===== config.mk =====
export PLATFORM = sky130hd
export DESIGN_NAME = buzzer_pattern_sequencer
export DESIGN_NICKNAME = d
export VERILOG_FILES = /design/src/design/bps_pkg.sv /design/src/design/bps_update.sv /design/src/design/buzzer_pattern_sequencer.sv
export SDC_FILE = /design/constraint.sdc
export NUM_CORES = 1
export LEC_CHECK = 0
export ABC_CLOCK_PERIOD_IN_PS = 7800
export BUFFER_PORTS_ARGS = -buffer_cell sky130_fd_sc_hd__buf_2
export CAP_MARGIN = 20
export CORE_UTILIZATION = 64
export CTS_CLUSTER_SIZE = 24
export DETAILED_ROUTE_END_ITERATION = 10
export PLACE_DENSITY_LB_ADDON = 0.12
export SYNTH_ARGS = -nofsm -noshare
export SYNTH_HDL_FRONTEND = slang
export SYNTH_SLANG_ARGS = --single-unit
export TNS_END_PERCENT = 5

===== constraint.sdc =====
create_clock -name clock -period 7.8 [get_ports clock]
set_input_delay 1.56 -clock clock [delete_from_list [all_inputs] [get_ports clock]]
set_output_delay 1.56 -clock clock [all_outputs]
set_load 0.01 [all_outputs]

===== src/design/bps_pkg.sv =====
// Shared types and constants for the buzzer pattern sequencer.
package bps_pkg;

   // Command codes carried on the request beat's tuser
   typedef enum logic [2:0] {
      CMD_TICK       = 3'd0,
      CMD_BEEP       = 3'd1,
      CMD_PATTERN    = 3'd2,
      CMD_RAPID      = 3'd3,
      CMD_SONAR_SET  = 3'd4,
      CMD_SONAR_STOP = 3'd5
   } cmd_type;

   // Pattern sequencer phases
   typedef enum logic [3:0] {
      PH_IDLE  = 4'b0001,
      PH_CHIRP = 4'b0010,
      PH_PAUSE = 4'b0100,
      PH_MAIN  = 4'b1000
   } phase_type;

   // Phase codes as reported on the response beat
   localparam logic [1:0] PHASE_CODE_IDLE  = 2'd0;
   localparam logic [1:0] PHASE_CODE_CHIRP = 2'd1;
   localparam logic [1:0] PHASE_CODE_PAUSE = 2'd2;
   localparam logic [1:0] PHASE_CODE_MAIN  = 2'd3;

   // Configuration register indexes
   localparam logic [1:0] CSR_CHIRP_MS      = 2'd0;
   localparam logic [1:0] CSR_PAUSE_MS      = 2'd1;
   localparam logic [1:0] CSR_RAPID_HALF_MS = 2'd2;
   localparam logic [1:0] CSR_RAPID_COUNT   = 2'd3;

   localparam logic [15:0] CHIRP_MS_RESET      = 16'd20;
   localparam logic [15:0] PAUSE_MS_RESET      = 16'd60;
   localparam logic [15:0] RAPID_HALF_MS_RESET = 16'd20;
   localparam logic [7:0]  RAPID_COUNT_RESET   = 8'd3;
   localparam logic [15:0] SONAR_LENGTH_RESET  = 16'd30;

   typedef struct packed {
      logic [15:0] chirp_ms;
      logic [15:0] pause_ms;
      logic [15:0] rapid_half_ms;
      logic [7:0]  rapid_count;
   } cfg_type;

   typedef struct packed {
      logic [31:0] time_now;
      logic        pin_on;
      logic [31:0] simple_off_deadline;
      phase_type   phase;
      logic [31:0] phase_deadline;
      logic [15:0] main_length;
      logic        sonar_on;
      logic [31:0] sonar_spacing;
      logic [15:0] sonar_length;
      logic [31:0] sonar_next;
      logic [7:0]  burst_left;
      logic        burst_high;
      logic [31:0] burst_deadline;
   } state_type;

   typedef struct packed {
      logic [2:0]  command;
      logic [15:0] length_ticks;
      logic [31:0] spacing_ticks;
   } item_type;

endpackage


===== src/design/bps_update.sv =====
// Next-state rule of the buzzer sequencer for one command beat.
module bps_update
   import bps_pkg::*;
(
   input  cfg_type   cfg,
   input  state_type cur,
   input  item_type  item,
   output state_type nxt
);

   always_comb begin
      logic [31:0] now;
      logic [7:0]  left_dec;
      logic        phase_due;
      now      = cur.time_now + 32'd1;
      left_dec = cur.burst_left - 8'd1;
      nxt      = cur;
      phase_due = 1'b0;
      case (item.command)
         CMD_TICK: begin
            nxt.time_now = now;
            if (cur.burst_left != 8'd0) begin
               // burst owns the pin until it runs out
               if (now >= cur.burst_deadline) begin
                  if (cur.burst_high) begin
                     nxt.pin_on              = 1'b0;
                     nxt.simple_off_deadline = 32'd0;
                     nxt.burst_high          = 1'b0;
                     nxt.burst_left          = left_dec;
                     if (left_dec != 8'd0) begin
                        nxt.burst_deadline = now + {16'd0, cfg.rapid_half_ms};
                     end
                  end else begin
                     nxt.pin_on         = 1'b1;
                     nxt.burst_high     = 1'b1;
                     nxt.burst_deadline = now + {16'd0, cfg.rapid_half_ms};
                  end
               end
            end else begin
               if (cur.sonar_on && (cur.sonar_spacing != 32'd0) && (cur.phase == PH_IDLE) &&
                   (now >= cur.sonar_next)) begin
                  nxt.pin_on              = 1'b1;
                  nxt.simple_off_deadline = now + {16'd0, cur.sonar_length};
                  nxt.sonar_next          = now + cur.sonar_spacing;
               end
               phase_due = (cur.phase != PH_IDLE) && (now >= cur.phase_deadline);
               if (phase_due) begin
                  case (cur.phase)
                     PH_CHIRP: begin
                        nxt.pin_on              = 1'b0;
                        nxt.simple_off_deadline = 32'd0;
                        nxt.phase               = PH_PAUSE;
                        nxt.phase_deadline      = now + {16'd0, cfg.pause_ms};
                     end
                     PH_PAUSE: begin
                        nxt.pin_on         = 1'b1;
                        nxt.phase          = PH_MAIN;
                        nxt.phase_deadline = now + {16'd0, cur.main_length};
                     end
                     default: begin
                        nxt.pin_on              = 1'b0;
                        nxt.simple_off_deadline = 32'd0;
                        nxt.phase               = PH_IDLE;
                     end
                  endcase
               end else if ((nxt.simple_off_deadline != 32'd0) &&
                            (now >= nxt.simple_off_deadline)) begin
                  nxt.pin_on              = 1'b0;
                  nxt.simple_off_deadline = 32'd0;
               end
            end
         end
         CMD_BEEP: begin
            nxt.pin_on              = 1'b1;
            nxt.simple_off_deadline = cur.time_now + {16'd0, item.length_ticks};
         end
         CMD_PATTERN: begin
            nxt.phase               = PH_CHIRP;
            nxt.main_length         = item.length_ticks;
            nxt.phase_deadline      = cur.time_now + {16'd0, cfg.chirp_ms};
            nxt.simple_off_deadline = 32'd0;
            nxt.pin_on              = 1'b1;
         end
         CMD_RAPID: begin
            // ignore a request while a burst runs
            if (cur.burst_left == 8'd0) begin
               nxt.burst_left     = cfg.rapid_count;
               nxt.burst_high     = 1'b0;
               nxt.burst_deadline = 32'd0;
            end
         end
         CMD_SONAR_SET: begin
            if (item.spacing_ticks == 32'd0) begin
               nxt.sonar_on      = 1'b0;
               nxt.sonar_spacing = 32'd0;
               nxt.sonar_next    = 32'd0;
            end else begin
               nxt.sonar_spacing = item.spacing_ticks;
               nxt.sonar_length  = item.length_ticks;
               if (!cur.sonar_on) begin
                  nxt.sonar_on   = 1'b1;
                  nxt.sonar_next = cur.time_now;
               end
            end
         end
         CMD_SONAR_STOP: begin
            nxt.sonar_on      = 1'b0;
            nxt.sonar_spacing = 32'd0;
            nxt.sonar_next    = 32'd0;
         end
         default: begin
            nxt = cur;
         end
      endcase
   end

endmodule


===== src/design/buzzer_pattern_sequencer.sv =====
// Top level of the buzzer pattern sequencer: handshakes, registers and state.
//
//   channel | dir | beat contents (lsb first)
//   --------+-----+------------------------------------------------------------
//   req_    | in  | tuser: command[2:0]
//           |     | tdata: length_ticks[15:0], spacing_ticks[47:16]
//   rsp_    | out | buzzer_level[0], sonar_running[1], pattern_phase[3:2],
//           |     | pulses_left[11:4], zero pad
//   csr_    | in  | csr_index selects chirp/pause/rapid_half/rapid_count
//
// Flow: a request beat lands in the input register, then the update logic
// writes the state and the response register; one beat per cycle while the
// response is not held. A 32-bit add and compare per deadline sets the cycle time.
// Reset: synchronous; clears the state and valids, restores register defaults.
// Stalls: rsp_tready low holds the response; the input register still takes
// one more beat, then req_tready drops until the response moves.
module buzzer_pattern_sequencer
   import bps_pkg::*;
(
   input  logic        clock,
   input  logic        reset,
   input  logic        req_tvalid,
   output logic        req_tready,
   input  logic [2:0]  req_tuser,   // command[2:0]
   input  logic [47:0] req_tdata,   // length_ticks[15:0], spacing_ticks[47:16]
   output logic        rsp_tvalid,
   input  logic        rsp_tready,
   output logic [15:0] rsp_tdata,   // buzzer_level[0], sonar_running[1],
                                    // pattern_phase[3:2], pulses_left[11:4]
   input  logic        csr_valid,
   output logic        csr_ready,
   input  logic [1:0]  csr_index,
   input  logic [15:0] csr_data
);

   cfg_type   cfg_ff;
   state_type state_ff;
   state_type state_in;
   item_type  item_ff;
   logic      item_valid_ff;
   logic      rsp_valid_ff;
   logic [11:0] rsp_data_ff;
   logic [11:0] rsp_data_in;
   logic      advance;
   logic      take;
   logic [1:0] phase_code;

   // the response slot frees when empty or taken this cycle
   assign advance    = !rsp_valid_ff || rsp_tready;
   assign take       = item_valid_ff && advance;
   assign req_tready = !item_valid_ff || advance;
   assign csr_ready  = 1'b1;

   // configuration registers
   always_ff @(posedge clock) begin
      if (reset) begin
         cfg_ff.chirp_ms      <= CHIRP_MS_RESET;
         cfg_ff.pause_ms      <= PAUSE_MS_RESET;
         cfg_ff.rapid_half_ms <= RAPID_HALF_MS_RESET;
         cfg_ff.rapid_count   <= RAPID_COUNT_RESET;
      end else if (csr_valid) begin
         case (csr_index)
            CSR_CHIRP_MS:      cfg_ff.chirp_ms      <= csr_data;
            CSR_PAUSE_MS:      cfg_ff.pause_ms      <= csr_data;
            CSR_RAPID_HALF_MS: cfg_ff.rapid_half_ms <= csr_data;
            CSR_RAPID_COUNT:   cfg_ff.rapid_count   <= csr_data[7:0];
            default:           cfg_ff               <= cfg_ff;
         endcase
      end
   end

   // input register: valid under reset, payload loads on each accepted beat
   always_ff @(posedge clock) begin
      if (reset) begin
         item_valid_ff <= 1'b0;
      end else if (req_tready) begin
         item_valid_ff <= req_tvalid;
      end
   end

   always_ff @(posedge clock) begin
      if (req_tready && req_tvalid) begin
         item_ff.command       <= req_tuser;
         item_ff.length_ticks  <= req_tdata[15:0];
         item_ff.spacing_ticks <= req_tdata[47:16];
      end
   end

   bps_update u_update (
      .cfg  (cfg_ff),
      .cur  (state_ff),
      .item (item_ff),
      .nxt  (state_in)
   );

   // sequencer state: commit one command per taken beat
   always_ff @(posedge clock) begin
      if (reset) begin
         state_ff.time_now            <= 32'd0;
         state_ff.pin_on              <= 1'b0;
         state_ff.simple_off_deadline <= 32'd0;
         state_ff.phase               <= PH_IDLE;
         state_ff.phase_deadline      <= 32'd0;
         state_ff.main_length         <= 16'd0;
         state_ff.sonar_on            <= 1'b0;
         state_ff.sonar_spacing       <= 32'd0;
         state_ff.sonar_length        <= SONAR_LENGTH_RESET;
         state_ff.sonar_next          <= 32'd0;
         state_ff.burst_left          <= 8'd0;
         state_ff.burst_high          <= 1'b0;
         state_ff.burst_deadline      <= 32'd0;
      end else if (take) begin
         state_ff <= state_in;
      end
   end

   // map the one-hot phase to its reported code
   always_comb begin
      case (state_in.phase)
         PH_IDLE:  phase_code = PHASE_CODE_IDLE;
         PH_CHIRP: phase_code = PHASE_CODE_CHIRP;
         PH_PAUSE: phase_code = PHASE_CODE_PAUSE;
         PH_MAIN:  phase_code = PHASE_CODE_MAIN;
         default:  phase_code = PHASE_CODE_IDLE;
      endcase
   end

   assign rsp_data_in = {state_in.burst_left, phase_code, state_in.sonar_on, state_in.pin_on};

   // response register
   always_ff @(posedge clock) begin
      if (reset) begin
         rsp_valid_ff <= 1'b0;
      end else if (advance) begin
         rsp_valid_ff <= item_valid_ff;
      end
   end

   always_ff @(posedge clock) begin
      if (take) begin
         rsp_data_ff <= rsp_data_in;
      end
   end

   assign rsp_tvalid = rsp_valid_ff;
   assign rsp_tdata  = {4'd0, rsp_data_ff};

   // a high burst half always has pulses left to count
   a_burst_high: assert property (@(posedge clock) disable iff (reset)
      state_ff.burst_high |-> (state_ff.burst_left != 8'd0))
      else $error("burst high with no pulses left");

   // sonar mode and its spacing go on and off together
   a_sonar_spacing: assert property (@(posedge clock) disable iff (reset)
      state_ff.sonar_on == (state_ff.sonar_spacing != 32'd0))
      else $error("sonar flag and spacing disagree");

   // a committed command reports the pulse count it left behind
   a_rsp_pulses: assert property (@(posedge clock) disable iff (reset)
      take |=> (rsp_tdata[11:4] == state_ff.burst_left))
      else $error("response pulse count differs from state");

   // the time counter moves only on a taken tick
   a_time_tick: assert property (@(posedge clock) disable iff (reset)
      (take && (item_ff.command != CMD_TICK)) |=> $stable(state_ff.time_now))
      else $error("time advanced without a tick");

endmodule


==> results.json <==
{
  "syn-mean-instance-area_um2": 8.30,
  "finalHoldViolCount": 0,
  "grt_pass1_vias": 22600,
  "drc": 0,
  "fmax_mhz": 134,
  "boundaryPins": 93,
  "final_area_um2": 27500,
  "wl_per_cell_um": 23.5,
  "fillers": 3141,
  "fin_crit_sh": 0.958,
  "path_delay_family": "compound AO/OA/AOI/OAI gates",
  "die_area_um2": 39900,
  "worstSetupPathType": "register to register",
  "skew_ns": 0.0342,
  "drt.antenna.violating_nets": 0,
  "cts.sinks": 360,
  "numPortBuffers": 87,
  "drive_above_1_share": 0.101,
  "grt_usage": 0.423,
  "die_h_um": 200,
  "p_leak_nw": 11.3,
  "grt_pass1_wl_um": 128000,
  "dp.final_hpwl_um": 63400,
  "ir_drop_v": 0.000233,
  "routed_wl_um": 85000,
  "crit_required_ns": 8.29,
  "placed_area_um2": 26100,
  "hold_class": "register to register",
  "cts_tree": "yes",
  "critPathCaptureType": "register",
  "rsz0062_at_grt": "false",
  "seq_area_frac_synth": 0.313,
  "synth_cell_types": 94,
  "synth-edff-count": 63,
  "start_util": 0.649,
  "final_common_cell": "nand2_1",
  "clk_latency_ns": 0.59,
  "postCtsSetupBuffers": 0,
  "cts_buffers": 42,
  "via_per_inst": 6.63,
  "final_max_slew_viol_count": 0,
  "max_slew_margin": 0.248,
  "syn_area_um2": 25000,
  "cts_buffer_depth": 3,
  "clkTransAtPathRegs_ns": 0.06,
  "synth_flop_cell": "dfxtp_1",
  "worst_pin_slew_ns": 1.12,
  "start_kind": "register",
  "setup_viol": 0,
  "grt_antenna_before_repair": 0,
  "place_congestion": 1.09,
  "vias": 24000,
  "core-area_um2": 38600,
  "cp_slowest_cell": "or4_4",
  "grt_overflow": 0,
  "first_pass_iters": 8,
  "root_buffer": "clkbuf_16",
  "r2r_slack_ns": 0.33,
  "critPathBufInv": 1,
  "rows": 72,
  "ys_ff_latch": 360,
  "cts_repair_resize_count": 0,
  "hold_buffers": 0,
  "power_density_nw_per_um2": 161,
  "slowest_delay_ns": 0.72,
  "synthToLayoutAreaGrowth_pct": 10.1,
  "layout_common_cells": "356 x nand2_1, 297 x dfxtp_1, 270 x a21oi_1",
  "drtIter0Drc": 2494,
  "grt_max_degree": 113,
  "crit_fanout": 21,
  "layout.nets": 3387,
  "synthArstFlopShare": 0,
  "critPathArrivalTime_ns": 7.96,
  "die_width_um": 200,
  "period_minus_slack_ns": 7.47,
  "outcome": "finished clean",
  "ys.warnings.count": 0,
  "syn_inst": 3014,
  "maxCapViolCount": 0,
  "h-tree-depth": 2,
  "setup_tns_ns": 0
}
[worst register-to-register path: stages, from the launching register on]
cell       delay (ns)
dfxtp_1          0.51
ha_1             0.31
nand4_1          0.27
or4_4            0.72
or3_1            0.42
xor2_1           0.40
clkinv_1         0.18
ha_1             0.30
nand4_1          0.21
a2111o_1         0.37
a41oi_1          0.34
a21o_1           0.22
mux2_2           0.38
ha_1             0.27
nand2b_1         0.14
a21o_1           0.19
a21o_1           0.18
a21oi_1          0.14
o22ai_1          0.12
o2111ai_1        0.28
a31oi_1          0.20
a211oi_1         0.31
a21oi_1          0.14
and2_4           0.28
o221a_1          0.28
a211oi_1         0.21
[Yosys cell counts, types with 19 or more instances]
cell type	count	share of area
a21oi_1	272	0.054
nand3_1	116	0.023
edfxtp_1	63	0.076
ha_1	242	0.12
nor4_1	39	0.0098
xnor2_1	139	0.049
inv_1	155	0.023
a211oi_1	86	0.026
o21a_1	24	0.0072
nand4_1	41	0.010
nor2b_1	25	0.0063
xor2_1	68	0.024
dfxtp_1	297	0.24
clkbuf_1	143	0.021
a21o_1	75	0.023
nand2b_1	25	0.0063
or3_1	23	0.0058
nor3_1	65	0.013
o21ai_0	86	0.017
a221oi_1	56	0.020
nand2_1	356	0.053
nor2_1	200	0.030
and3_1	21	0.0053
mux2_2	19	0.0086
mux2i_1	23	0.0092
[worst paths after layout]
path,start,to,cells after the start
worst max-delay path,state_ff[208],state_ff[192],25
worst min-delay path,state_ff[6],state_ff[6],2
worst max register to register,state_ff[208],state_ff[192],25
worst min register to register,state_ff[6],state_ff[6],2
[final cells by class]
type	count	area (um^2)	area share
Sequential cell	360	7840	0.285
Inverter	158	594	0.0216
Clock buffer	63	1220	0.0444
Clock inverter	15	150	0.00545
Multi-Input combinational cell	2329	15900	0.579
Timing Repair Buffer	174	1130	0.0411
Antenna cell	1	2.50	0.0000909
Tap cell	518	648	0.0235
[through the flow]
stage / hold WS (ns) / std cells / util / worst slack, ns / power (mW)
2_1_floorplan: 0.431 / 3017 / - / 0.644 / 2.29
3_3_place_gp: 0.438 / 3533 / 0.676 / 0.743 / 2.42
3_5_place_dp: 0.446 / 3534 / 0.677 / 0.612 / 2.44
4_1_cts: 0.456 / 3612 / 0.713 / 0.575 / 4.42
5_1_grt: 0.470 / 3617 / 0.714 / 0.0690 / 4.55
6_report: 0.456 / 3618 / 0.714 / 0.330 / 4.43
[layer usage]
metal,routed length (um),global-route usage,share of wire
met5,0,0,0
met4,5270,0.243,0.062
met2,37400,0.658,0.44
met1,34500,0.545,0.41
met3,7860,0.0832,0.092
[kinds of logic after synthesis]
logic type,after synthesis,share of synthesized area
other,2,0.000300
AO/OA/AOI/OAI,807,0.219
XOR/XNOR,207,0.0725
multiplexers,42,0.0178
adder cells (fa/ha/maj),248,0.126
buffers and inverters,328,0.0516
AND/OR/NAND/NOR,1020,0.200
flip-flops,360,0.313
[where the power goes]
group	internal (mW)	switching, mW
registers	1.95	0.0466
clock network	1.18	0.830
logic	0.144	0.279
total	3.28	1.15
[flip-flops by register name, summed over array words and instances, names as in the netlist]
name and flops:
item_ff 51, cfg_ff 56, item_valid_ff 1, state_ff 239, rsp_data_ff 12, rsp_tvalid 1
Note: power is estimated with default switching activity, not from simulation.
